<file path="src/hw/rtl/rau_pkg.sv">
// Shared types, constants and helpers of the rational arithmetic unit.
`default_nettype none

package rau_pkg;

  // Operand word width; operand fields are taken as this many bits, sign-extended.
  localparam int unsigned WordWidth = 32;
  localparam int unsigned ProdWidth = 66;
  localparam int unsigned QueueDepth = 2;

  localparam logic [1:0] ModeAdd = 2'd0;
  localparam logic [1:0] ModeSub = 2'd1;
  localparam logic [1:0] ModeMul = 2'd2;
  localparam logic [1:0] ModeDiv = 2'd3;

  localparam logic [1:0] StatusOk      = 2'd0;
  localparam logic [1:0] StatusZeroDen = 2'd1;
  localparam logic [1:0] StatusDivZero = 2'd2;
  localparam logic [1:0] StatusOverflow = 2'd3;

  // Largest positive operand value, as a 32-bit magnitude.
  localparam logic [31:0] MaxMag = 32'((64'd1 << (WordWidth - 1)) - 64'd1);
  localparam logic signed [ProdWidth-1:0] MaxVal =
    ProdWidth'((66'sd1 <<< (WordWidth - 1)) - 66'sd1);
  localparam logic signed [ProdWidth-1:0] MinVal = -MaxVal - ProdWidth'(1);

  typedef struct packed {
    logic [1:0]         mode;
    logic signed [31:0] a_num;
    logic signed [31:0] a_den;
    logic signed [31:0] b_num;
    logic signed [31:0] b_den;
  } in_item_t;

  typedef struct packed {
    logic signed [31:0] res_num;
    logic [30:0]        res_den;
    logic               less;
    logic               equal;
    logic [1:0]         status;
  } out_item_t;

  // Classified operand beat handed from front to back.
  typedef struct packed {
    logic [1:0]  mode;
    logic        zero_den;
    logic [31:0] a_num_mag;
    logic [31:0] a_den_mag;
    logic        a_neg;
    logic [31:0] b_num_mag;
    logic [31:0] b_den_mag;
    logic        b_neg;
  } q_item_t;

  // Take the low WordWidth bits as a signed value.
  function automatic logic signed [31:0] sext_word(input logic [31:0] v);
    logic signed [31:0] t;
    t = $signed(v << (32 - WordWidth));
    return t >>> (32 - WordWidth);
  endfunction

  function automatic logic [31:0] abs_word(input logic signed [31:0] v);
    return v[31] ? 32'(-v) : 32'(v);
  endfunction

  function automatic logic in_range(input logic signed [ProdWidth-1:0] v);
    return (v >= MinVal) && (v <= MaxVal);
  endfunction

endpackage

`default_nettype wire

</file>
<file path="src/hw/rtl/rau_front.sv">
// Front end: accepts operand beats, flags zero denominators, splits sign and magnitude.
`default_nettype none

module rau_front import rau_pkg::*; (
  input  wire logic     in_valid_i,
  output logic          in_ready_o,
  input  wire in_item_t in_i,
  input  wire logic     q_full_i,
  output logic          q_push_o,
  output q_item_t       q_item_o
);

  logic signed [31:0] an, ad, bn, bd;

  // Sign-extend the operand words
  assign an = sext_word(in_i.a_num);
  assign ad = sext_word(in_i.a_den);
  assign bn = sext_word(in_i.b_num);
  assign bd = sext_word(in_i.b_den);

  assign in_ready_o = !q_full_i;
  assign q_push_o   = in_valid_i && !q_full_i;

  // Classify
  always_comb begin
    q_item_o.mode      = in_i.mode;
    q_item_o.zero_den  = (ad == 32'sd0) || (bd == 32'sd0);
    q_item_o.a_num_mag = abs_word(an);
    q_item_o.a_den_mag = abs_word(ad);
    q_item_o.a_neg     = an[31] ^ ad[31];
    q_item_o.b_num_mag = abs_word(bn);
    q_item_o.b_den_mag = abs_word(bd);
    q_item_o.b_neg     = bn[31] ^ bd[31];
  end

endmodule

`default_nettype wire

</file>
<file path="config.mk">
export PLATFORM = sky130hd
export DESIGN_NAME = rau_front
export DESIGN_NICKNAME = d
export VERILOG_FILES = /design/src/hw/rtl/rau_pkg.sv /design/src/hw/rtl/rau_front.sv
export SDC_FILE = /design/constraint.sdc
export NUM_CORES = 1
export LEC_CHECK = 0
export BUFFER_PORTS_ARGS = -buffer_cell sky130_fd_sc_hd__buf_2
export CAP_MARGIN = 0
export CORE_AREA = 2 2 102 104
export DETAILED_ROUTE_END_ITERATION = 6
export DIE_AREA = 0 0 104 106
export GPL_TIMING_DRIVEN = 0
export PLACE_DENSITY = 0.66
export SYNTH_ARGS = -nofsm -noshare
export SYNTH_HDL_FRONTEND = slang
export SYNTH_SLANG_ARGS = --single-unit
</file>
<file path="constraint.sdc">
create_clock -name vclk -period 6.9
set_input_delay 1.725 -clock vclk [all_inputs]
set_output_delay 1.725 -clock vclk [all_outputs]
set_load 0.05 [all_outputs]
</file>
Yosys cells after proc, flatten, opt, wreduce, memory -nomap -nowiden
Index checks and enable logic that the tools add are counted.
{ "totals": {"ff_bits": 0, "in_bits": 132, "out_inout_bits": 135, "elab_cells": 15} }
{ "classes": {"addsub": 4, "n_mux": 4, "n_bitwise": 2, "reduce_logical": 5} }
{ "op_table": {"columns": ["operator", "count"], "rows": [
  ["$mux 32", 4],
  ["$neg 32->32", 4],
  ["$logic_not 32->1", 2],
  ["$xor 1x1->1", 2],
  ["$logic_and 1x1->1", 1],
  ["$logic_not 1->1", 1],
  ["$logic_or 1x1->1", 1]
]} }

Depth between registers and ports, before layout
Gate-level depths: netlist of run 1.
{ "depth": {"word_depth": 2, "ltp_mapped": 7} }

Least setup slack after synthesis of run 1
Ideal clock, no wire load.
{ "synth_path": {"path_kind": "input to output", "startpoint": "in in_i[90] in the netlist's numbering", "endpoint": "out q_item_o[97] in the netlist's numbering", "arrival_ns": 4.343, "required_ns": 5.175, "slack_ns": 0.832, "stages": 4, "n_path_buf": 0, "cell_sequence": "or4_1 > or3_1 > nor2_1 > nor4b_1"} }
{ "synth_rtl": {"columns": ["item", "line", "text"], "rows": [
  ["from (decl)", "rau_front.sv:7", "input wire in_item_t in_i,"],
  ["to (decl)", "rau_front.sv:10", "output q_item_t q_item_o"]
]} }

==> results.sh, run 1 <==
export IMPL_status="complete, no violations"
export IMPL_path_cells="buf_2 > inv_1 > ha_1 > or4b_1 > or3_4 > o41ai_1 > xnor2_1 > buf_2"
export IMPL_maxCapViolations=0
export IMPL_clock_buffers=0
export IMPL_grt_use_met2_pct=38.6
export IMPL_period_minus_slack_ns=5.75
export IMPL_syn_area_per_cell_um2=7.10
export IMPL_cpMostUsedCell="buf_2"
export IMPL_worst_slack_ns=1.15
export IMPL_grt_usage_pct=20.6
export IMPL_cts_setup_buffers=0
export IMPL_firstDrtPassIters=4
export IMPL_final_common_cell="buf_2"
export IMPL_busiest_layer="met2"
export IMPL_final_core_util_pct=43.6
export IMPL_start_kind="primary input"
export IMPL_slowest_delay_ns=0.54
export IMPL_syn_to_final_growth_pct=52.1
export IMPL_comb_power_share_pct=100.0
export IMPL_seq_power_share_pct=0
export IMPL_seq_cells=0
export IMPL_die_width_um=104
export IMPL_layout_common_cells="buf_2 (265), xnor2_1 (115), nand2_1 (35), o31ai_1 (35), o21ai_0 (30)"
export IMPL_rsz0062_at_grt="false"
export IMPL_final_seq_area_um2=0
export IMPL_cp_end_kind="primary output"
export IMPL_switching_share_pct=73.8
export IMPL_yosysSeqAreaShare_pct=0
export IMPL_holdBufCountCts=0
export IMPL_drcViolationCount=0
export IMPL_antenna_found_initial=0
export IMPL_grt_pass1_wl_mm=19.4
export IMPL_hold_viol=0
export IMPL_fin_setup_tns_ns=0
export IMPL_drv_slew=0
export IMPL_setup_viol=0
export IMPL_synth_distinct_cells=37
export IMPL_global_route_overflow_total=0
export IMPL_p_per_area_mw_per_mm2=129
export IMPL_grt_pass1_vias=4060
export IMPL_num_vias=4161
export IMPL_cts_repair_resized=0
export IMPL_p_leak_nw=1.82
export IMPL_drive_above_1_share_pct=43.7
export IMPL_io_pins=267
export IMPL_core_area_mm2=0.0100
export IMPL_ir_worst_vdd_mv=0.0698
export IMPL_place_congestion=0.889
export IMPL_worst_path_max_delay_cell="or4b_1"
export IMPL_fin_crit_sh_pct=83.3
export IMPL_drt_iter0_markers=194
export IMPL_dp_final_hpwl_mm=10.6
export IMPL_clkPwrFrac_pct=0
export IMPL_internal_power_mw=0.148
export IMPL_grt_max_degree=11
export IMPL_tightest_slew_ns=0.773
export IMPL_arrival_ns=4.02
export IMPL_gr_usage_met1_pct=24.6
export IMPL_yosys_warnings=0
export IMPL_syn_num_nets=540
export IMPL_path_class="in -> out"
export IMPL_whs_path_depth=2
export IMPL_preCtsSetupSlack_ns=1.15
export IMPL_maxSlewHeadroom_pct=48.0
export IMPL_synth_cells=404
export IMPL_post_drt_wl_per_cell_um=15.4
export IMPL_via_per_inst=5.17
export IMPL_fmax_mhz=174
export IMPL_critical_path_max_fanout=5
export IMPL_fp_dieH_um=106
export IMPL_netSwitchingPower_mw=0.416
export IMPL_route_antenna_remaining_nets=0
export IMPL_initial_core_util_pct=28.7
export IMPL_fp_dieArea_mm2=0.0110
export IMPL_cp_required_ns=5.18
export IMPL_total_power_mw=0.564
export IMPL_io_buffers=264
export IMPL_hold_path_class="in -> out"
export IMPL_routed_wl_mm=12.4
export IMPL_met3_usage_pct=3.13
export IMPL_row_count=37
export IMPL_nNetsFinal=806
export IMPL_syn_cell_area_mm2=0.00287
-- cells in the mapped netlist, types with 3 or more instances --
master | number | area [um^2]
or3_1 | 12 | 75.1
nor3_1 | 11 | 55.1
o41ai_1 | 24 | 210
or2_2 | 4 | 25.0
buf_4 | 6 | 45.0
clkbuf_1 | 16 | 60.1
nand2_1 | 35 | 131
xnor2_1 | 115 | 1010
ha_1 | 4 | 50.1
nand2b_1 | 9 | 56.3
nand3b_1 | 4 | 30.0
o41ai_2 | 8 | 130
nor4_1 | 14 | 87.6
inv_1 | 12 | 45.0
xor2_1 | 3 | 26.3
or4_1 | 12 | 90.1
nand4b_1 | 3 | 26.3
o21ai_0 | 30 | 150
nand4_1 | 9 | 56.3
nor2_1 | 17 | 63.8
o31ai_1 | 35 | 263
nand3_1 | 3 | 15.0
-- power groups by stage --
stage | Combinational, mW | Clock (mW) | Sequential [mW]
2_1_floorplan | 0.401 | 0 | 0
3_3_place_gp | 0.561 | 0 | 0
3_5_place_dp | 0.563 | 0 | 0
4_1_cts | 0.565 | 0 | 0
5_1_grt | 0.591 | 0 | 0
6_report | 0.564 | 0.0000000194 | 0
-- final cells by class --
cell class / count / area (um^2)
well taps: 136 / 170
inverters: 12 / 45.0
repair buffers: 264 / 1320
fillers: 1038 / 5640
diodes: 1 / 2.50
multi-input cells: 366 / 2680
plain buffers: 26 / 146
-- critical path: cells and delay by family --
kind	cells	cell delay (ns)
AOI/OAI and AO/OA	1	0.43
xor gates and xnor gates	1	0.18
adders and majority gates	1	0.21
buffers and inverters	3	0.49
and+or+nand+nor	2	0.99
-- through the flow --
stage               instance area (um^2)  hold WS [ns]  cells
floorplan                           2870          3.62    404
global placement                    4360          3.75    804
detailed placement                  4360          3.75    804
CTS                                 4360          3.75    804
global route                        4360          3.76    804
finish                              4360          3.75    805
-- logic make-up after synthesis --
family                     count (synthesis)  share of synthesized area [%]
buffers and inverters                     38                           6.67
and+or+nand+nor                          145                           28.7
xor gates and xnor gates                 118                           36.0
AOI/OAI and AO/OA                         99                           26.8
adders and majority gates                  4                           1.74
-- per-layer routing --
layer  share of wire [%]  routed length [um]
met3                 6.8                 846
met4                 2.8                 345
met2                  49                6110
met5                   0                   0
met1                  41                5070
-- worst paths after layout --
check                 slack, ns       endpoint      start
worst min-delay path       3.75  q_item_o[131]  in_i[128]
worst max-delay path       1.15   q_item_o[23]    in_i[0]
Power figures use the tool's default switching activity.
==> run 2, diff against run 1 <==
Settings changed: CORE_AREA 2 2 102 104 to 2 2 103 105, DIE_AREA 0 0 104 106 to 0 0 105 107, PLACE_DENSITY 0.66 to default.
Clock period 6.9 ns to 5.7 ns, I/O delays scaled along.
==> results.sh, run 2 (synthesis results as in run 1) <==
export IMPL_row_count=37
export IMPL_holdBufCountCts=0
export IMPL_p_leak_nw=1.82
export IMPL_via_per_inst=5.18
export IMPL_initial_core_util_pct=28.4
export IMPL_cp_end_kind="primary output"
export IMPL_global_route_overflow_total=0
export IMPL_period_minus_slack_ns=5.19
export IMPL_clock_buffers=0
export IMPL_grt_pass1_vias=4111
export IMPL_fin_cells=804
export IMPL_syn_to_final_growth_pct=52.0
export IMPL_fin_crit_sh_pct=91.1
export IMPL_dp_cells=804
export IMPL_final_common_cell="buf_2"
export IMPL_start_kind="primary input"
export IMPL_cts_setup_buffers=0
export IMPL_status="complete, no violations"
export IMPL_grt_pass1_wl_mm=20.0
export IMPL_routed_wl_mm=12.6
export IMPL_maxSlewHeadroom_pct=60.3
export IMPL_cp_required_ns=4.28
export IMPL_total_power_mw=0.685
export IMPL_nNetsFinal=806
export IMPL_cts_repair_resized=0
export IMPL_critical_path_max_fanout=5
export IMPL_path_class="in -> out"
export IMPL_grt_max_degree=11
export IMPL_drive_above_1_share_pct=43.7
export IMPL_antenna_found_initial=0
export IMPL_seq_cells=0
export IMPL_dp_final_hpwl_mm=10.9
export IMPL_die_width_um=105
export IMPL_route_antenna_remaining_nets=0
export IMPL_drv_slew=0
export IMPL_io_pins=267
export IMPL_hold_path_class="in -> out"
export IMPL_final_seq_area_um2=0
export IMPL_firstDrtPassIters=4
export IMPL_ir_worst_vdd_mv=0.0667
export IMPL_num_vias=4163
export IMPL_finish_instance_area_mm2=0.00436
export IMPL_fp_dieArea_mm2=0.0112
export IMPL_drt_iter0_markers=171
export IMPL_tightest_slew_ns=0.590
export IMPL_rsz0062_at_grt="false"
export IMPL_io_buffers=264
export IMPL_final_core_util_pct=43.2
export IMPL_setup_viol=0
export IMPL_fillCellCount=1122
export IMPL_post_drt_wl_per_cell_um=15.6
export IMPL_hold_viol=0
export IMPL_maxCapViolations=0
export IMPL_core_area_mm2=0.0101
export IMPL_arrival_ns=3.77
export IMPL_grt_usage_pct=20.8
export IMPL_fmax_mhz=193
export IMPL_p_per_area_mw_per_mm2=157
export IMPL_place_congestion=0.918
export IMPL_layout_common_cells="buf_2 (265), xnor2_1 (115), nand2_1 (35), o31ai_1 (35), o21ai_0 (30)"
export IMPL_dpl_instance_area_mm2=0.00436
export IMPL_fin_setup_tns_ns=0
export IMPL_fp_dieH_um=107
export IMPL_antenna_cells=0
export IMPL_drcViolationCount=0
[run 2: cell types whose count changed in the layout (fill, tap and decap cells not counted), sizes merged]
cell	previous run	this run
diode	1	0
[run 2: layer usage]
metal | part of all wire, % | vias to the layer above | wire (um) | global-route usage (%)
met5 | 0 | - | 0 | 0
met4 | 1.8 | 0 | 229 | 4.19
met3 | 6.5 | 19 | 812 | 2.67
met2 | 50 | 175 | 6300 | 38.4
met1 | 42 | 1920 | 5220 | 25.8
li1 | - | 2049 | - | -
[run 2: cell type report]
cell class | instances | area (um^2) | share of cell area (%)
well taps | 136 | 170 | 3.90
multi-input cells | 366 | 2680 | 61.4
inverters | 12 | 45.0 | 1.03
repair buffers | 264 | 1320 | 30.3
plain buffers | 26 | 146 | 3.36
[run 2: critical path, stage by stage]
cell and delay, ns:
buf_2 0.13, inv_1 0.06, ha_1 0.22, or4b_1 0.56
or3_4 0.45, o41ai_1 0.42, xnor2_1 0.19, buf_2 0.30
[run 2: final timing paths]
check             to  startpoint  depth (start not counted)
max     q_item_o[23]     in_i[0]                          8
min    q_item_o[131]   in_i[128]                          2
[run 2: through the flow]
stage	hold slack, ns	worst slack (ns)
floorplan	3.02	0.232
global placement	3.15	0.477
detailed placement	3.15	0.481
CTS	3.15	0.478
global route	3.16	0.390
finish	3.15	0.508
[run 2: power breakdown]
group	leakage, nW	internal [mW]	total (mW)	switching, mW
registers	0	0	0	0
clock network	0	0	0	0
logic	1.82	0.179	0.685	0.506
==> run 3, diff against run 2 <==
--- a/config.mk
+++ b/config.mk
@@ -7,2 +7,3 @@
 export LEC_CHECK = 0
+export ABC_CLOCK_PERIOD_IN_PS = 5700
 export BUFFER_PORTS_ARGS = -buffer_cell sky130_fd_sc_hd__buf_2
@@ -12,2 +13,3 @@
 export DIE_AREA = 0 0 105 107
+export GPL_ROUTABILITY_DRIVEN = 0
 export GPL_TIMING_DRIVEN = 0
==> constraint.sdc (replaced) <==
create_clock -name vclk -period 5.7
set_input_delay 1.425 -clock vclk [all_inputs]
set_output_delay 1.425 -clock vclk [all_outputs]
set_load 0.005 [all_outputs]
==> results.sh, run 3 (synthesis results as in run 1) <==
export IMPL_status="complete, no violations"
export IMPL_path_class="in -> out"
export IMPL_die_width_um=105
export IMPL_p_leak_nw=1.82
export IMPL_ir_worst_vdd_mv=0.0308
export IMPL_fp_dieArea_mm2=0.0112
export IMPL_fp_dieH_um=107
export IMPL_rsz0062_at_grt="false"
export IMPL_drt_iter0_markers=137
export IMPL_whs_path_depth=2
export IMPL_antenna_cells=0
export IMPL_setup_viol=0
export IMPL_layout_common_cells="buf_2 (265), xnor2_1 (115), nand2_1 (35), o31ai_1 (35), o21ai_0 (30)"
export IMPL_arrival_ns=3.64
export IMPL_grt_usage_pct=20.3
export IMPL_fmax_mhz=198
export IMPL_path_cells="buf_2 > inv_1 > ha_1 > or4b_1 > or3_4 > o41ai_1 > xnor2_1 > buf_2"
export IMPL_tightest_slew_ns=0.653
export IMPL_core_area_mm2=0.0101
export IMPL_firstDrtPassIters=4
export IMPL_p_per_area_mw_per_mm2=81.2
export IMPL_grt_pass1_wl_mm=19.6
export IMPL_clock_buffers=0
export IMPL_antenna_found_initial=0
export IMPL_start_kind="primary input"
export IMPL_routed_wl_mm=12.3
export IMPL_nNetsFinal=806
export IMPL_drv_slew=0
export IMPL_io_buffers=264
export IMPL_worst_slack_ns=0.638
export IMPL_via_per_inst=5.12
export IMPL_worst_path_max_delay_cell="or4b_1"
export IMPL_critical_path_max_fanout=5
export IMPL_post_drt_wl_per_cell_um=15.3
export IMPL_holdBufCountCts=0
export IMPL_drcViolationCount=0
export IMPL_maxCapViolations=0
export IMPL_fin_setup_tns_ns=0
export IMPL_grt_pass1_vias=4072
export IMPL_cts_setup_buffers=0
export IMPL_seq_cells=0
export IMPL_cp_end_kind="primary output"
export IMPL_hold_path_class="in -> out"
export IMPL_fillCellCount=1121
export IMPL_slowest_delay_ns=0.56
export IMPL_period_minus_slack_ns=5.06
export IMPL_cp_required_ns=4.28
export IMPL_dp_final_hpwl_mm=10.6
export IMPL_fin_crit_sh_pct=88.8
export IMPL_dpl_instance_area_mm2=0.00436
export IMPL_global_route_overflow_total=0
export IMPL_hold_viol=0
export IMPL_initial_core_util_pct=28.4
export IMPL_final_seq_area_um2=0
export IMPL_cts_repair_resized=0
export IMPL_cpMostUsedCell="buf_2"
export IMPL_maxSlewHeadroom_pct=56.4
export IMPL_io_pins=267
export IMPL_num_vias=4115
export IMPL_drive_above_1_share_pct=43.7
export IMPL_route_antenna_remaining_nets=0
export IMPL_syn_to_final_growth_pct=52.0
export IMPL_final_common_cell="buf_2"
export IMPL_grt_max_degree=11
export IMPL_row_count=37
export IMPL_preCtsSetupSlack_ns=0.606
export IMPL_finish_instance_area_mm2=0.00436
run 3: final timing paths:
check,slack (ns),startpoint,endpoint
worst max-delay path,0.64,in_i[0],q_item_o[23]
worst min-delay path,3.02,in_i[128],q_item_o[131]
run 3: report_power, final:
group	switching (mW)	internal (mW)	leakage, nW	total [mW]
sequential	0	0	0	0
combinational	0.178	0.176	1.82	0.354
clock	0	0	0	0
total	0.178	0.176	1.82	0.354
run 3: area by class of cell:
class / count / area [um^2] / area share [%]
tap: 136 / 170 / 3.90
multi-input combinational: 366 / 2680 / 61.4
inverter: 12 / 45.0 / 1.03
buffer: 26 / 146 / 3.36
timing repair buffer: 264 / 1320 / 30.3
run 3: stage by stage:
step	std cells	hold WS, ns	util (%)	power, mW
after floorplan	404	2.88	-	0.159
after global placement	804	3.02	43.2	0.350
after detailed placement	804	3.02	43.2	0.353
after CTS	804	3.02	43.2	0.355
after global routing	804	3.02	43.2	0.387
final	804	3.02	43.2	0.354
run 3: worst max-delay path: cells and delay by family:
| family | cells | cell delay, ns |
|---|---|---|
| simple gates | 2 | 1.01 |
| compound gates | 1 | 0.46 |
| buf+inv | 3 | 0.34 |
| fa+ha+maj | 1 | 0.21 |
| xor+xnor | 1 | 0.19 |
run 3: per-layer routing:
layer  vias to the layer above  GRT usage, %  share of wire, %
li1                       2046             -                 -
met1                      1893          25.5                43
met2                       164          37.5                50
met3                        12          2.92               6.1
met4                         0          3.05               1.0
met5                         -             0                 0
