`src/hw/rtl/rau_pkg.sv`:
```
// Shared types, constants and helpers of the rational arithmetic unit.
`default_nettype none

package rau_pkg;

  // Operand word width; operand fields are taken as this many bits, sign-extended.
  localparam int unsigned WordWidth = 32;
  localparam int unsigned ProdWidth = 66;
  localparam int unsigned QueueDepth = 2;

  localparam logic [1:0] ModeAdd = 2'd0;
  localparam logic [1:0] ModeSub = 2'd1;
  localparam logic [1:0] ModeMul = 2'd2;
  localparam logic [1:0] ModeDiv = 2'd3;

  localparam logic [1:0] StatusOk      = 2'd0;
  localparam logic [1:0] StatusZeroDen = 2'd1;
  localparam logic [1:0] StatusDivZero = 2'd2;
  localparam logic [1:0] StatusOverflow = 2'd3;

  // Largest positive operand value, as a 32-bit magnitude.
  localparam logic [31:0] MaxMag = 32'((64'd1 << (WordWidth - 1)) - 64'd1);
  localparam logic signed [ProdWidth-1:0] MaxVal =
    ProdWidth'((66'sd1 <<< (WordWidth - 1)) - 66'sd1);
  localparam logic signed [ProdWidth-1:0] MinVal = -MaxVal - ProdWidth'(1);

  typedef struct packed {
    logic [1:0]         mode;
    logic signed [31:0] a_num;
    logic signed [31:0] a_den;
    logic signed [31:0] b_num;
    logic signed [31:0] b_den;
  } in_item_t;

  typedef struct packed {
    logic signed [31:0] res_num;
    logic [30:0]        res_den;
    logic               less;
    logic               equal;
    logic [1:0]         status;
  } out_item_t;

  // Classified operand beat handed from front to back.
  typedef struct packed {
    logic [1:0]  mode;
    logic        zero_den;
    logic [31:0] a_num_mag;
    logic [31:0] a_den_mag;
    logic        a_neg;
    logic [31:0] b_num_mag;
    logic [31:0] b_den_mag;
    logic        b_neg;
  } q_item_t;

  // Take the low WordWidth bits as a signed value.
  function automatic logic signed [31:0] sext_word(input logic [31:0] v);
    logic signed [31:0] t;
    t = $signed(v << (32 - WordWidth));
    return t >>> (32 - WordWidth);
  endfunction

  function automatic logic [31:0] abs_word(input logic signed [31:0] v);
    return v[31] ? 32'(-v) : 32'(v);
  endfunction

  function automatic logic in_range(input logic signed [ProdWidth-1:0] v);
    return (v >= MinVal) && (v <= MaxVal);
  endfunction

endpackage

`default_nettype wire

```
`src/hw/rtl/rau_fifo.sv`:
```
// Short queue between front and back ends.
`default_nettype none

module rau_fifo import rau_pkg::*; (
  input  wire logic    clk_i,
  input  wire logic    rst_ni,
  input  wire logic    push_i,
  input  wire q_item_t item_i,
  output logic         full_o,
  input  wire logic    pop_i,
  output logic         empty_o,
  output q_item_t      item_o
);

  localparam int unsigned PtrW = (QueueDepth > 1) ? $clog2(QueueDepth) : 1;
  localparam int unsigned CntW = $clog2(QueueDepth + 1);

  q_item_t           mem_q [QueueDepth];
  logic [PtrW-1:0]   wptr_q, rptr_q;
  logic [CntW-1:0]   cnt_q;

  assign full_o  = (cnt_q == CntW'(QueueDepth));
  assign empty_o = (cnt_q == '0);
  assign item_o  = mem_q[rptr_q];

  // Storage
  always_ff @(posedge clk_i) begin
    if (push_i) begin
      mem_q[wptr_q] <= item_i;
    end
  end

  // Pointers and fill count
  always_ff @(posedge clk_i or negedge rst_ni) begin
    if (!rst_ni) begin
      wptr_q <= '0;
      rptr_q <= '0;
      cnt_q  <= '0;
    end else begin
      if (push_i) begin
        wptr_q <= (wptr_q == PtrW'(QueueDepth - 1)) ? '0 : wptr_q + PtrW'(1);
      end
      if (pop_i) begin
        rptr_q <= (rptr_q == PtrW'(QueueDepth - 1)) ? '0 : rptr_q + PtrW'(1);
      end
      if (push_i && !pop_i) begin
        cnt_q <= cnt_q + CntW'(1);
      end else if (pop_i && !push_i) begin
        cnt_q <= cnt_q - CntW'(1);
      end
    end
  end

endmodule

`default_nettype wire

```
`config.mk`:
```
export PLATFORM = sky130hd
export DESIGN_NAME = rau_fifo
export DESIGN_NICKNAME = d
export VERILOG_FILES = /design/src/hw/rtl/rau_pkg.sv /design/src/hw/rtl/rau_fifo.sv
export SDC_FILE = /design/constraint.sdc
export NUM_CORES = 1
export LEC_CHECK = 0
export BUFFER_PORTS_ARGS = -buffer_cell sky130_fd_sc_hd__buf_2
export CORE_ASPECT_RATIO = 1.4
export CORE_MARGIN = 8
export CORE_UTILIZATION = 40
export CTS_CLUSTER_SIZE = 10
export DETAILED_ROUTE_END_ITERATION = 8
export PLACE_DENSITY = 0.74
export SLEW_MARGIN = 20
export SYNTH_ARGS = -nofsm -noshare
export SYNTH_HDL_FRONTEND = slang
export SYNTH_SLANG_ARGS = --single-unit
```
`constraint.sdc`:
```
create_clock -name clk_i -period 10.64 [get_ports clk_i]
set_input_delay 2.128 -clock clk_i [delete_from_list [all_inputs] [get_ports clk_i]]
set_output_delay 2.128 -clock clk_i [all_outputs]
set_load 0.02 [all_outputs]
```
# Word-level counts from Yosys, hierarchy flattened
# Memory sizes are Yosys's and may differ from the RTL's.
# Cells that the tools add are included.
# totals
inputBits,137
output_inout_bits,135
word_cells,21
ff_bits,4
mem_count,1
ramBits,266
# memory_table
name,depth,width,rd,rd_ports_with_merged_regs,wr,line_no,source
mem_q,2,133,1,0,1,rau_fifo.sv:18,q_item_t mem_q [QueueDepth];
# classes
add_sub_neg,4
n_reduce_logical,6
eq_ne,1
mux,6
# op_table
operator,count
1-bit two-way mux,4
2-bit two-way mux,2
"1-bit adder, second input constant",2
"2-bit by 1-bit adder with 2-bit output, second input constant",1
"2-bit == test, second input constant",1
1-bit logical AND,2
1-bit logical NOT,2
2-bit logical NOT,1
2-bit nonzero test,1
"2-bit by 1-bit subtractor with 2-bit output, second input constant",1

# Depth between registers and ports, before layout
# Gate-level depths: netlist of the first run.
# depth
ltp_word,4
ltp_mapped,5
mapped_depth_nobuf,5

# Least setup slack after synthesis of the first run
# Ideal clock, no wire load.
# synth_path
kind,input-to-reg
start,input port push_i
end,memory mem_q[0][0] (netlist name) (enable)
stages,1
setup_ps,643
arrival_ps,7890
path_buffers,0
required_ps,9997
slack_ps,2107
cell_sequence,nor2b_1
# synth_via
elab_chain_len,2
# synth_lines
element,line_no,source
from (decl),rau_fifo.sv:7,"input wire logic push_i,"
1-bit two-way mux,rau_fifo.sv:28,if (push_i) begin
1-bit two-way mux (implied by the code),rau_fifo.sv:29,mem_q[wptr_q] <= item_i;
to (decl),rau_fifo.sv:18,
# Every way passes these cells.

==> run summary, run 1 <==
Synth Area in Compound Gates -> 0%
Overall power -> 3.51 mW
Arrival time worst endpoint -> 2.53 ns
Fmax -> 215 MHz
Largest family of logic cells by synthesized area -> multiplexers
Setup TNS -> 0 ns
DIE WIDTH -> 150 um
Seq/Total Area, Yosys -> 80.7%
Post-synthesis mux area share -> 17.2%
Gr ovfl total -> 0
Clock transition at the registers of the reported paths -> 0.06 ns
Post-synthesis cell type count -> 13
Psw -> 1.10 mW
Hold_buf cts -> 0
Routability Congestion -> 0.701
Worst slew margin relative to its limit -> 32.4%
CP max stage delay -> 0.77 ns
Worst-path maximum fanout -> 65
Final #Nets -> 861
CTS sink cnt -> 270
RSZ-0062 raised after global routing -> no
XOR/XNOR Fraction of Synth Area -> 0.437%
Int Power -> 2.41 mW
Initial Util -> 40.6%
Clk buf depth -> 3
CP cell instances -> buf_4 -> mux2_2 -> buf_2
Top-area cell type share of the netlist area -> 79.7%
Hold_sp -> cnt_q[1]$_DFFE_PN0P_
Total CTS buffers -> 30
Synth Area in Simple Gates -> 0.262%
Pre-antenna DRT Iters -> 4
DRC -> 0
Setup Buffers After CTS -> 0
Crit. Startpoint -> rptr_q$_DFFE_PN0P_
I/O pins -> 272
Synthesized area -> 10000 um2
Dpl ws -> 6.27 ns
MaxCap Viol Count -> 0
WL final -> 19900 um
Root buf cell -> clkbuf_16
Synthesized flop and latch total -> 270
Die H -> 203 um
Min-delay worst type -> register to register
Slowest CP cell -> buf_4
Switching portion of total power -> 31.3%
Final setup margin -> 5.98 ns
Final Hold Viols -> 0
Critical path class -> register to output port
First-pass GRT wire length -> 29700 um
Total power per unit cell area -> 280 nW/um2
Initial antenna violation count -> 4
Starting DRT DRC Count -> 162
Die ar. -> 30400 um2
Layout cell share with drive strength beyond 1 -> 60.4%
Clk Latency, worst-skew pair -> 0.53 ns
Reg2reg setup slack -> 8.14 ns
Tcrit/Tclk final -> 43.8%
Buf/Inv on CP -> 2
P&R area growth vs syn -> 25.0%
Setup Viol. Count Final -> 0
Crit end category -> output port
Synth warn -> 0
Post-DRT Antenna Nets -> 0
Via/cell ratio -> 4.71
Register area -> 8090 um2
I/O Buffers -> 271
Detail Placement HPWL -> 13500 um
Syn avg cell area -> 23.3 um2
Fillers -> 2058
Max VDD drop -> 163 uV
GRT Resource Usage Total -> 12.4%
Part of the power in registers -> 41.9%
Pin count of the biggest net entering global routing -> 69
Hold_ws -> 0.485 ns
Worst slew pin tran -> 1.01 ns
Combinational cell fraction of total power -> 32.7%
Vias in the first global route -> 5396
Multi-input logic area -> 1820 um2
CTS tree -> built
H-tree depth -> 1
Adder-cell share of the synthesized area -> 0.125%
Clock power share -> 25.3%
Main area contributors after synthesis -> edfxtp_1 80%, mux2_4 9.0%, mux2_2 8.2%
Clock Skew -> 0.00749 ns
Post-CTS sizing -> 0
Lkg Pwr -> 4.86 nW
Final Slew Violations -> 0
Synthesized instance count -> 430
Reg2reg start -> wptr_q$_DFFE_PN0P_
Crit start category -> register
Yosys top cell by area -> edfxtp_1
DR WL/cell -> 19.0 um
Syn Nets -> 568
CP delay by family, top -> buffers and inverters
Min cycle time layout -> 4.66 ns
Vias -> 4953
Placement row count -> 68
Core footprint -> 24700 um2
Status -> finished clean
CP required -> 8.51 ns
-- worst paths after layout --
check | depth (start not counted) | endpoint
max in group asynchronous | 1 | rptr_q$_DFFE_PN0P_
worst min-delay path | 1 | cnt_q[1]$_DFFE_PN0P_
worst max register to register | 2 | mem_q[1][78]$_DFFE_PP_
worst max-delay path | 3 | item_o[19]
worst min register to register | 1 | cnt_q[1]$_DFFE_PN0P_
min in group asynchronous | 1 | rptr_q$_DFFE_PN0P_
-- power groups by stage --
stage	sequential [mW]	combinational [mW]	clock, mW
2_1_floorplan	1.50	0.849	0
3_3_place_gp	1.48	1.17	0
3_5_place_dp	1.50	1.17	0
4_1_cts	1.47	1.18	0.914
5_1_grt	1.49	1.22	0.948
6_report	1.47	1.15	0.888
-- worst register-to-register path, delay by kind of cell (launching register included) --
family | cells | cell delay, ns
buffers and inverters | 1 | 0.83
DFF | 1 | 0.42
and+or+nand+nor | 1 | 0.79
-- sequential cells by signal, indices dropped and copies added (netlist names) --
register	flops
rptr_q	1
mem_q	266
cnt_q	2
wptr_q	1
-- routing by layer --
layer	wire (um)	GRT usage, %	vias up
li1	-	-	2295
met1	6870	12.8	2412
met2	10600	22.6	201
met3	1880	4.41	41
met4	541	4.55	4
met5	23	0	-
-- placed cells by master, fill, tap and decap left out --
master	Yosys	final
xor2_1	4	4
dfrtp_1	4	3
inv_1	1	1
mux2_2	73	73
xnor2_1	1	1
diode_2	0	2
mux2_4	60	60
buf_2	7	271
ha_1	1	1
edfxtp_1	266	266
buf_4	0	5
and2_4	0	1
clkbuf_1	0	12
nor2_1	2	2
nor2b_4	0	1
clkbuf_16	0	31
nor2b_1	2	1
dfrtp_4	0	1
-- synth_stat cells --
master,n
edfxtp_1,266
mux2_2,73
mux2_4,60
buf_6,8
buf_2,7
dfrtp_1,4
xor2_1,4
nor2_1,2
nor2b_1,2
and2_1,1
ha_1,1
inv_1,1
xnor2_1,1
-- per-stage QoR --
| step | std cells | cell area (um2) | utilization, % |
|---|---|---|---|
| 2_1_floorplan | 430 | 10000 | - |
| 3_3_place_gp | 1006 | 11700 | 47.4 |
| 3_5_place_dp | 1006 | 11700 | 47.4 |
| 4_1_cts | 1049 | 12500 | 50.7 |
| 5_1_grt | 1050 | 12500 | 50.8 |
| 6_report | 1051 | 12500 | 50.8 |
-- layout make-up --
cell class / instances / share of cell area (%)
well taps: 315 / 3.15
repair buffers: 276 / 11.1
inverters: 1 / 0.0300
flip-flops and latches: 270 / 64.6
diodes: 2 / 0.0400
multi-input cells: 144 / 14.5
clock buffers: 43 / 6.55
-- cells by family (layout without fill, tap and decap cells) --
family / after synthesis / in the layout
flip-flops: 270 / 270
multiplexers: 133 / 133
buffers and inverters: 16 / 320
XOR/XNOR: 5 / 5
AND/OR/NAND/NOR: 5 / 5
adder cells (fa/ha/maj): 1 / 1
other: 0 / 2
Power figures use the tool's default switching activity.
==> run 2: changes to the inputs <==
clock period = 4.5 ns   (was 10.64 ns; I/O delays follow)
==> run 2 against run 1 <==
Against the previous run:
- combinational power grew 130%
- register-to-register slack lost 5.5 ns
- power is 140% higher
- critical endpoint is now item_o[132]
- first-iteration DRC count rose by 8.6%
- clock-buffer cell count up 1
- largest cell class unchanged
- sequential power increased by 140%
==> run summary, run 2 (synthesized netlist as in run 1, its figures left out) <==
Crit end category -> output port
Critical path class -> register to output port
Min-delay worst type -> input pin to async pin
Initial antenna violation count -> 4
RSZ-0062 raised after global routing -> no
Total power per unit cell area -> 660 nW/um2
I/O Buffers -> 271
Clk buf depth -> 3
Hold_buf cts -> 0
DRC -> 0
Most frequent cells in the layout -> 271 x buf_2, 266 x edfxtp_1, 73 x mux2_2
Fillers -> 2012
Pre-antenna DRT Iters -> 4
Post-CTS sizing -> 0
Via/cell ratio -> 4.65
Setup Viol. Count Final -> 0
CP required -> 3.60 ns
Root buf cell -> clkbuf_16
Clk Latency, worst-skew pair -> 0.53 ns
Clock Skew -> 0.00800 ns
Worst-path maximum fanout -> 52
Initial Util -> 40.6%
Part of the power in registers -> 42.5%
Max VDD drop -> 379 uV
Final Slew Violations -> 0
Crit start category -> register
Reg2reg setup slack -> 2.67 ns
Min cycle time layout -> 3.21 ns
Switching portion of total power -> 31.2%
Tcrit/Tclk final -> 71.4%
Routability Congestion -> 0.718
Layout cell share with drive strength beyond 1 -> 60.4%
Vias in the first global route -> 5463
Status -> finished clean
Worst slew pin tran -> 0.858 ns
Placement row count -> 68
Largest Register -> mem_q
Detail Placement HPWL -> 14000 um
MaxCap Viol Count -> 0
Combinational cell fraction of total power -> 32.4%
WL final -> 20400 um
CTS sink cnt -> 270
P&R area growth vs syn -> 25.5%
Clock transition at the registers of the reported paths -> 0.05 ns
Core footprint -> 24700 um2
Post-DRT Antenna Nets -> 0
Gr ovfl total -> 0
DR WL/cell -> 19.3 um
Int Power -> 5.71 mW
Setup Buffers After CTS -> 0
Vias -> 4906
I/O pins -> 272
Max reg flops -> 266
Overall power -> 8.30 mW
Final Hold Viols -> 0
Total CTS buffers -> 30
Lkg Pwr -> 4.88 nW
Worst slew margin relative to its limit -> 42.8%
Arrival time worst endpoint -> 2.31 ns
Die H -> 203 um
Pin count of the biggest net entering global routing -> 134
H-tree depth -> 1
Setup TNS -> 0 ns
GRT Resource Usage Total -> 12.8%
CTS tree -> built
Starting DRT DRC Count -> 176
Die ar. -> 30400 um2
DIE WIDTH -> 150 um
Fmax -> 311 MHz
First-pass GRT wire length -> 30000 um
Commonest non-fill, non-tap cell in the layout -> buf_2
Clock power share -> 25.1%
Largest registers -> mem_q: 266 flops, cnt_q: 2 flops
Psw -> 2.59 mW
Final #Nets -> 863
[run 2: power groups by stage]
stage | Clock [mW] | Sequential (mW) | Combinational (mW)
floorplan | 0 | 3.51 | 2.01
global placement | 0 | 3.56 | 2.73
detailed placement | 0 | 3.59 | 2.75
CTS | 2.15 | 3.54 | 2.75
global route | 2.24 | 3.58 | 2.86
finish | 2.08 | 3.53 | 2.69
[run 2: area by class of cell]
class / instances / area [um2] / area share, %
flip-flops and latches: 270 / 8090 / 64.3
diodes: 2 / 5.00 / 0.0398
multi-input cells: 144 / 1820 / 14.4
inverters: 1 / 3.75 / 0.0298
clock buffers: 44 / 825 / 6.55
repair buffers: 278 / 1450 / 11.5
well taps: 315 / 394 / 3.13
[run 2: critical path, cell delays in order, from the launching register on]
cell	delay, ns
dfrtp_4	0.79
buf_12	0.34
mux2_2	0.40
buf_2	0.17
[run 2: metal layers]
layer  track usage (%)  share of wire [%]
met1              13.1                 35
met2              23.5                 54
met3              4.59                8.8
met5                 0               0.13
met4              4.05                2.2
[run 2: through the flow]
stage	hold slack [ns]	utilization [%]	cell area [um2]	setup WS, ns	cells
global route	0.141	51.0	12600	1.16	1054
finish	0.172	51.0	12600	1.29	1054
detailed placement	0.494	47.6	11800	1.81	1008
global placement	0.477	47.6	11800	1.80	1008
floorplan	0.456	-	10000	0.0638	430
CTS	0.149	51.0	12600	1.22	1052
[run 2: path summary, 6_finish.rpt]
path	from	end	cells past startpoint
setup / recovery	rptr_q$_DFFE_PN0P_	item_o[132]	3
hold / removal	rst_ni	cnt_q[1]$_DFFE_PN0P_	1
setup reg to reg	wptr_q$_DFFE_PN0P_	mem_q[1][84]$_DFFE_PP_	2
hold reg to reg	cnt_q[1]$_DFFE_PN0P_	cnt_q[1]$_DFFE_PN0P_	1
max in group asynchronous	rst_ni	rptr_q$_DFFE_PN0P_	1
min in group clk_i	cnt_q[1]$_DFFE_PN0P_	cnt_q[1]$_DFFE_PN0P_	1
==> run 3: changes to the inputs <==
ABC_AREA = 1   (was not set)
PLACE_DENSITY = 0.76   (was 0.74)
clock period = 2.6 ns   (was 4.5 ns; I/O delays follow)
==> run 3 against run 2 <==
Against the previous run:
- clock power is 73% higher
- via count is 3.4% higher
- area after synthesis is 0.20% higher
- power rose by 76%
- die area is 0.18% higher
- sequential power rose by 71%
- clock-buffer cell count shrank 1
- wire length up 3.7%
- flip-flop and latch count is the same
- synthesized cell count rose by 2.1%
- combinational power increased by 84%
- register-to-register slack worse by 1.7 ns
- critical path type unchanged
- critical endpoint is now item_o[27]
==> run summary, run 3 <==
Final Non-Filler Cells -> 1077
Inst Count DP -> 1019
Final #Nets -> 883
DRC -> 0
Min cycle time layout -> 2.48 ns
Hold_sp -> item_i[33]
GRT Resource Usage Total -> 13.2%
Pin count of the biggest net entering global routing -> 106
Clock transition at the registers of the reported paths -> 0.05 ns
Syn Nets -> 577
Status -> finished clean
Most frequent cells in the layout -> 271 x buf_2, 266 x edfxtp_1, 73 x mux2_2
Worst-path maximum fanout -> 41
Max reg flops -> 266
Synthesized area -> 10000 um2
Largest registers -> mem_q: 266 flops, cnt_q: 2 flops
WL final -> 21100 um
Placement row count -> 68
Lkg Pwr -> 4.97 nW
Most common cell in the netlist -> edfxtp_1
Crit end category -> output port
Yosys top cell by area -> edfxtp_1
I/O pins -> 272
Initial antenna violation count -> 9
Seq/Total Area, Yosys -> 80.5%
Int Power -> 10.0 mW
CP max stage delay -> 0.56 ns
Vias in the first global route -> 5613
Post-synth ARST share -> 1.48%
Starting DRT DRC Count -> 218
Clock Skew -> 0.00640 ns
Final Slew Violations -> 0
Clk buf depth -> 3
Post-synthesis cell type count -> 14
Part of the power in registers -> 41.5%
Total CTS buffers -> 30
EDFF count, synth -> 266
CP required -> 2.08 ns
Pre-antenna DRT Iters -> 4
MaxCap Viol Count -> 0
Fmax -> 403 MHz
Post-route design area -> 12700 um2
Multi-input logic area -> 1830 um2
Gr ovfl total -> 0
Max VDD drop -> 686 uV
CP cell instances -> buf_16 -> mux2_2 -> buf_2
First-pass GRT wire length -> 30900 um
DIE WIDTH -> 150 um
Syn avg cell area -> 22.9 um2
Top-area cell type share of the netlist area -> 79.5%
Psw -> 4.56 mW
Commonest non-fill, non-tap cell in the layout -> buf_2
Main area contributors after synthesis -> edfxtp_1 80%, mux2_4 9.0%, mux2_2 8.2%
Die ar. -> 30500 um2
Synth warn -> 0
Layout cell share with drive strength beyond 1 -> 60.4%
Hold_ws -> 0.179 ns
Min-delay worst type -> input pin to register
Largest Register -> mem_q
Total power per unit cell area -> 1140 nW/um2
Routability Congestion -> 0.750
Clock power share -> 24.6%
Vias -> 5075
Root buf cell -> clkbuf_16
CTS sink cnt -> 270
Arrival time worst endpoint -> 1.96 ns
Die H -> 203 um
H-tree depth -> 1
RSZ-0062 raised after global routing -> no
Fillers -> 2019
Synthesized instance count -> 439
Critical path class -> register to output port
Switching portion of total power -> 31.3%
Worst slew margin relative to its limit -> 56.0%
Worst slew pin tran -> 0.660 ns
CTS tree -> built
Combinational cell fraction of total power -> 33.9%
Detail Placement HPWL -> 14700 um
Predominant post-synthesis flop cell -> edfxtp_1
Crit start category -> register
Synthesized flop and latch total -> 270
Crit. Startpoint -> rptr_q$_DFFE_PN0P_
Setup Viol. Count Final -> 0
Clk Latency, worst-skew pair -> 0.53 ns
Via/cell ratio -> 4.71
P&R area growth vs syn -> 27.0%
Synth cell count leaders -> 266 x edfxtp_1, 73 x mux2_2, 60 x mux2_4, 8 x buf_6
Register area -> 8090 um2
Final Hold Viols -> 0
Reg2reg start -> wptr_q$_DFFE_PN0P_
Core footprint -> 24700 um2
Slowest CP cell -> dfrtp_4
I/O Buffers -> 271
Initial Util -> 40.7%
Tcrit/Tclk final -> 95.5%
Placed Area -> 11800 um2
DR WL/cell -> 19.6 um
Post-DRT Antenna Nets -> 0
-- run 3: cell count changes in the layout (fill, tap and decap cells not counted), moves of 2 or more --
cell / change
buf_4: +8
diode_2: +4
inv_1: +4
nand2_1: +4
xor2_1: -2
-- run 3: metrics by stage --
stage               total power, mW  worst slack (ns)  setup TNS, ns  utilization [%]
CTS                            14.7           0.00861              0             51.4
global placement               11.0             0.455              0             47.9
floorplan                      9.56            -0.317         -84.06                -
finish                         14.6             0.116              0             51.7
global route                   15.2            0.0336              0             51.7
detailed placement             11.1             0.437              0             47.9
-- run 3: per-layer routing --
layer / vias up / global-route usage, % / wire, um
met2: 199 / 23.9 / 11200
li1: 2338 / - / -
met1: 2487 / 13.3 / 7430
met5: - / 0 / 40
met3: 45 / 4.46 / 1790
met4: 6 / 6.05 / 630
-- run 3: cells by family (layout without fill, tap and decap cells) --
group / count (synthesis) / in the layout / synth area share (%)
flip-flops: 270 / 270 / 80.5
adder cells (fa/ha/maj): 1 / 1 / 0.125
other: 0 / 6 / 0
buffers and inverters: 22 / 339 / 1.51
AND/OR/NAND/NOR: 10 / 10 / 0.411
multiplexers: 133 / 133 / 17.2
XOR/XNOR: 3 / 3 / 0.262
-- run 3: power by group through the flow --
stage,Clock (mW),Combinational (mW),Sequential (mW)
global placement,0,4.82,6.14
detailed placement,0,4.86,6.20
floorplan,0,3.49,6.06
global route,3.86,5.25,6.12
CTS,3.71,4.96,6.07
finish,3.59,4.94,6.05
-- run 3: path summary, 6_finish.rpt --
kind,cells after the start,end,slack (ns)
setup / recovery,3,item_o[27],0.12
hold / removal,1,mem_q[1][33]$_DFFE_PP_,0.18
setup reg to reg,3,mem_q[1][51]$_DFFE_PP_,1.01
hold reg to reg,2,cnt_q[1]$_DFFE_PN0P_,0.51
max in group asynchronous,2,rptr_q$_DFFE_PN0P_,2.12
min in group asynchronous,2,cnt_q[1]$_DFFE_PN0P_,0.34
-- run 3: layout make-up --
type | count | area share [%]
timing repair buffer | 289 | 12.2
tap | 315 | 3.09
multi-input combinational | 147 | 14.3
sequential | 270 | 63.5
inverter | 7 | 0.334
antenna | 6 | 0.118
clock buffer | 43 | 6.44
-- run 3: worst max-delay path, delay by kind of cell, from the launching register on --
family                 cells  cell delay [ns]
buffers and inverters      2             0.44
flip-flops                 1             0.56
multiplexers               1             0.37
-- run 3: repair_timing --
| item | 4_1_cts | 5_1_grt |
|---|---|---|
| resized for setup | 0 | 1 |
| endpoints found under the hold margin | 4 | 0 |
| setup buffers | 1 | 7 |
| hold buffers | 1 | 0 |
| endpoints found under the setup margin | 104 | 20 |
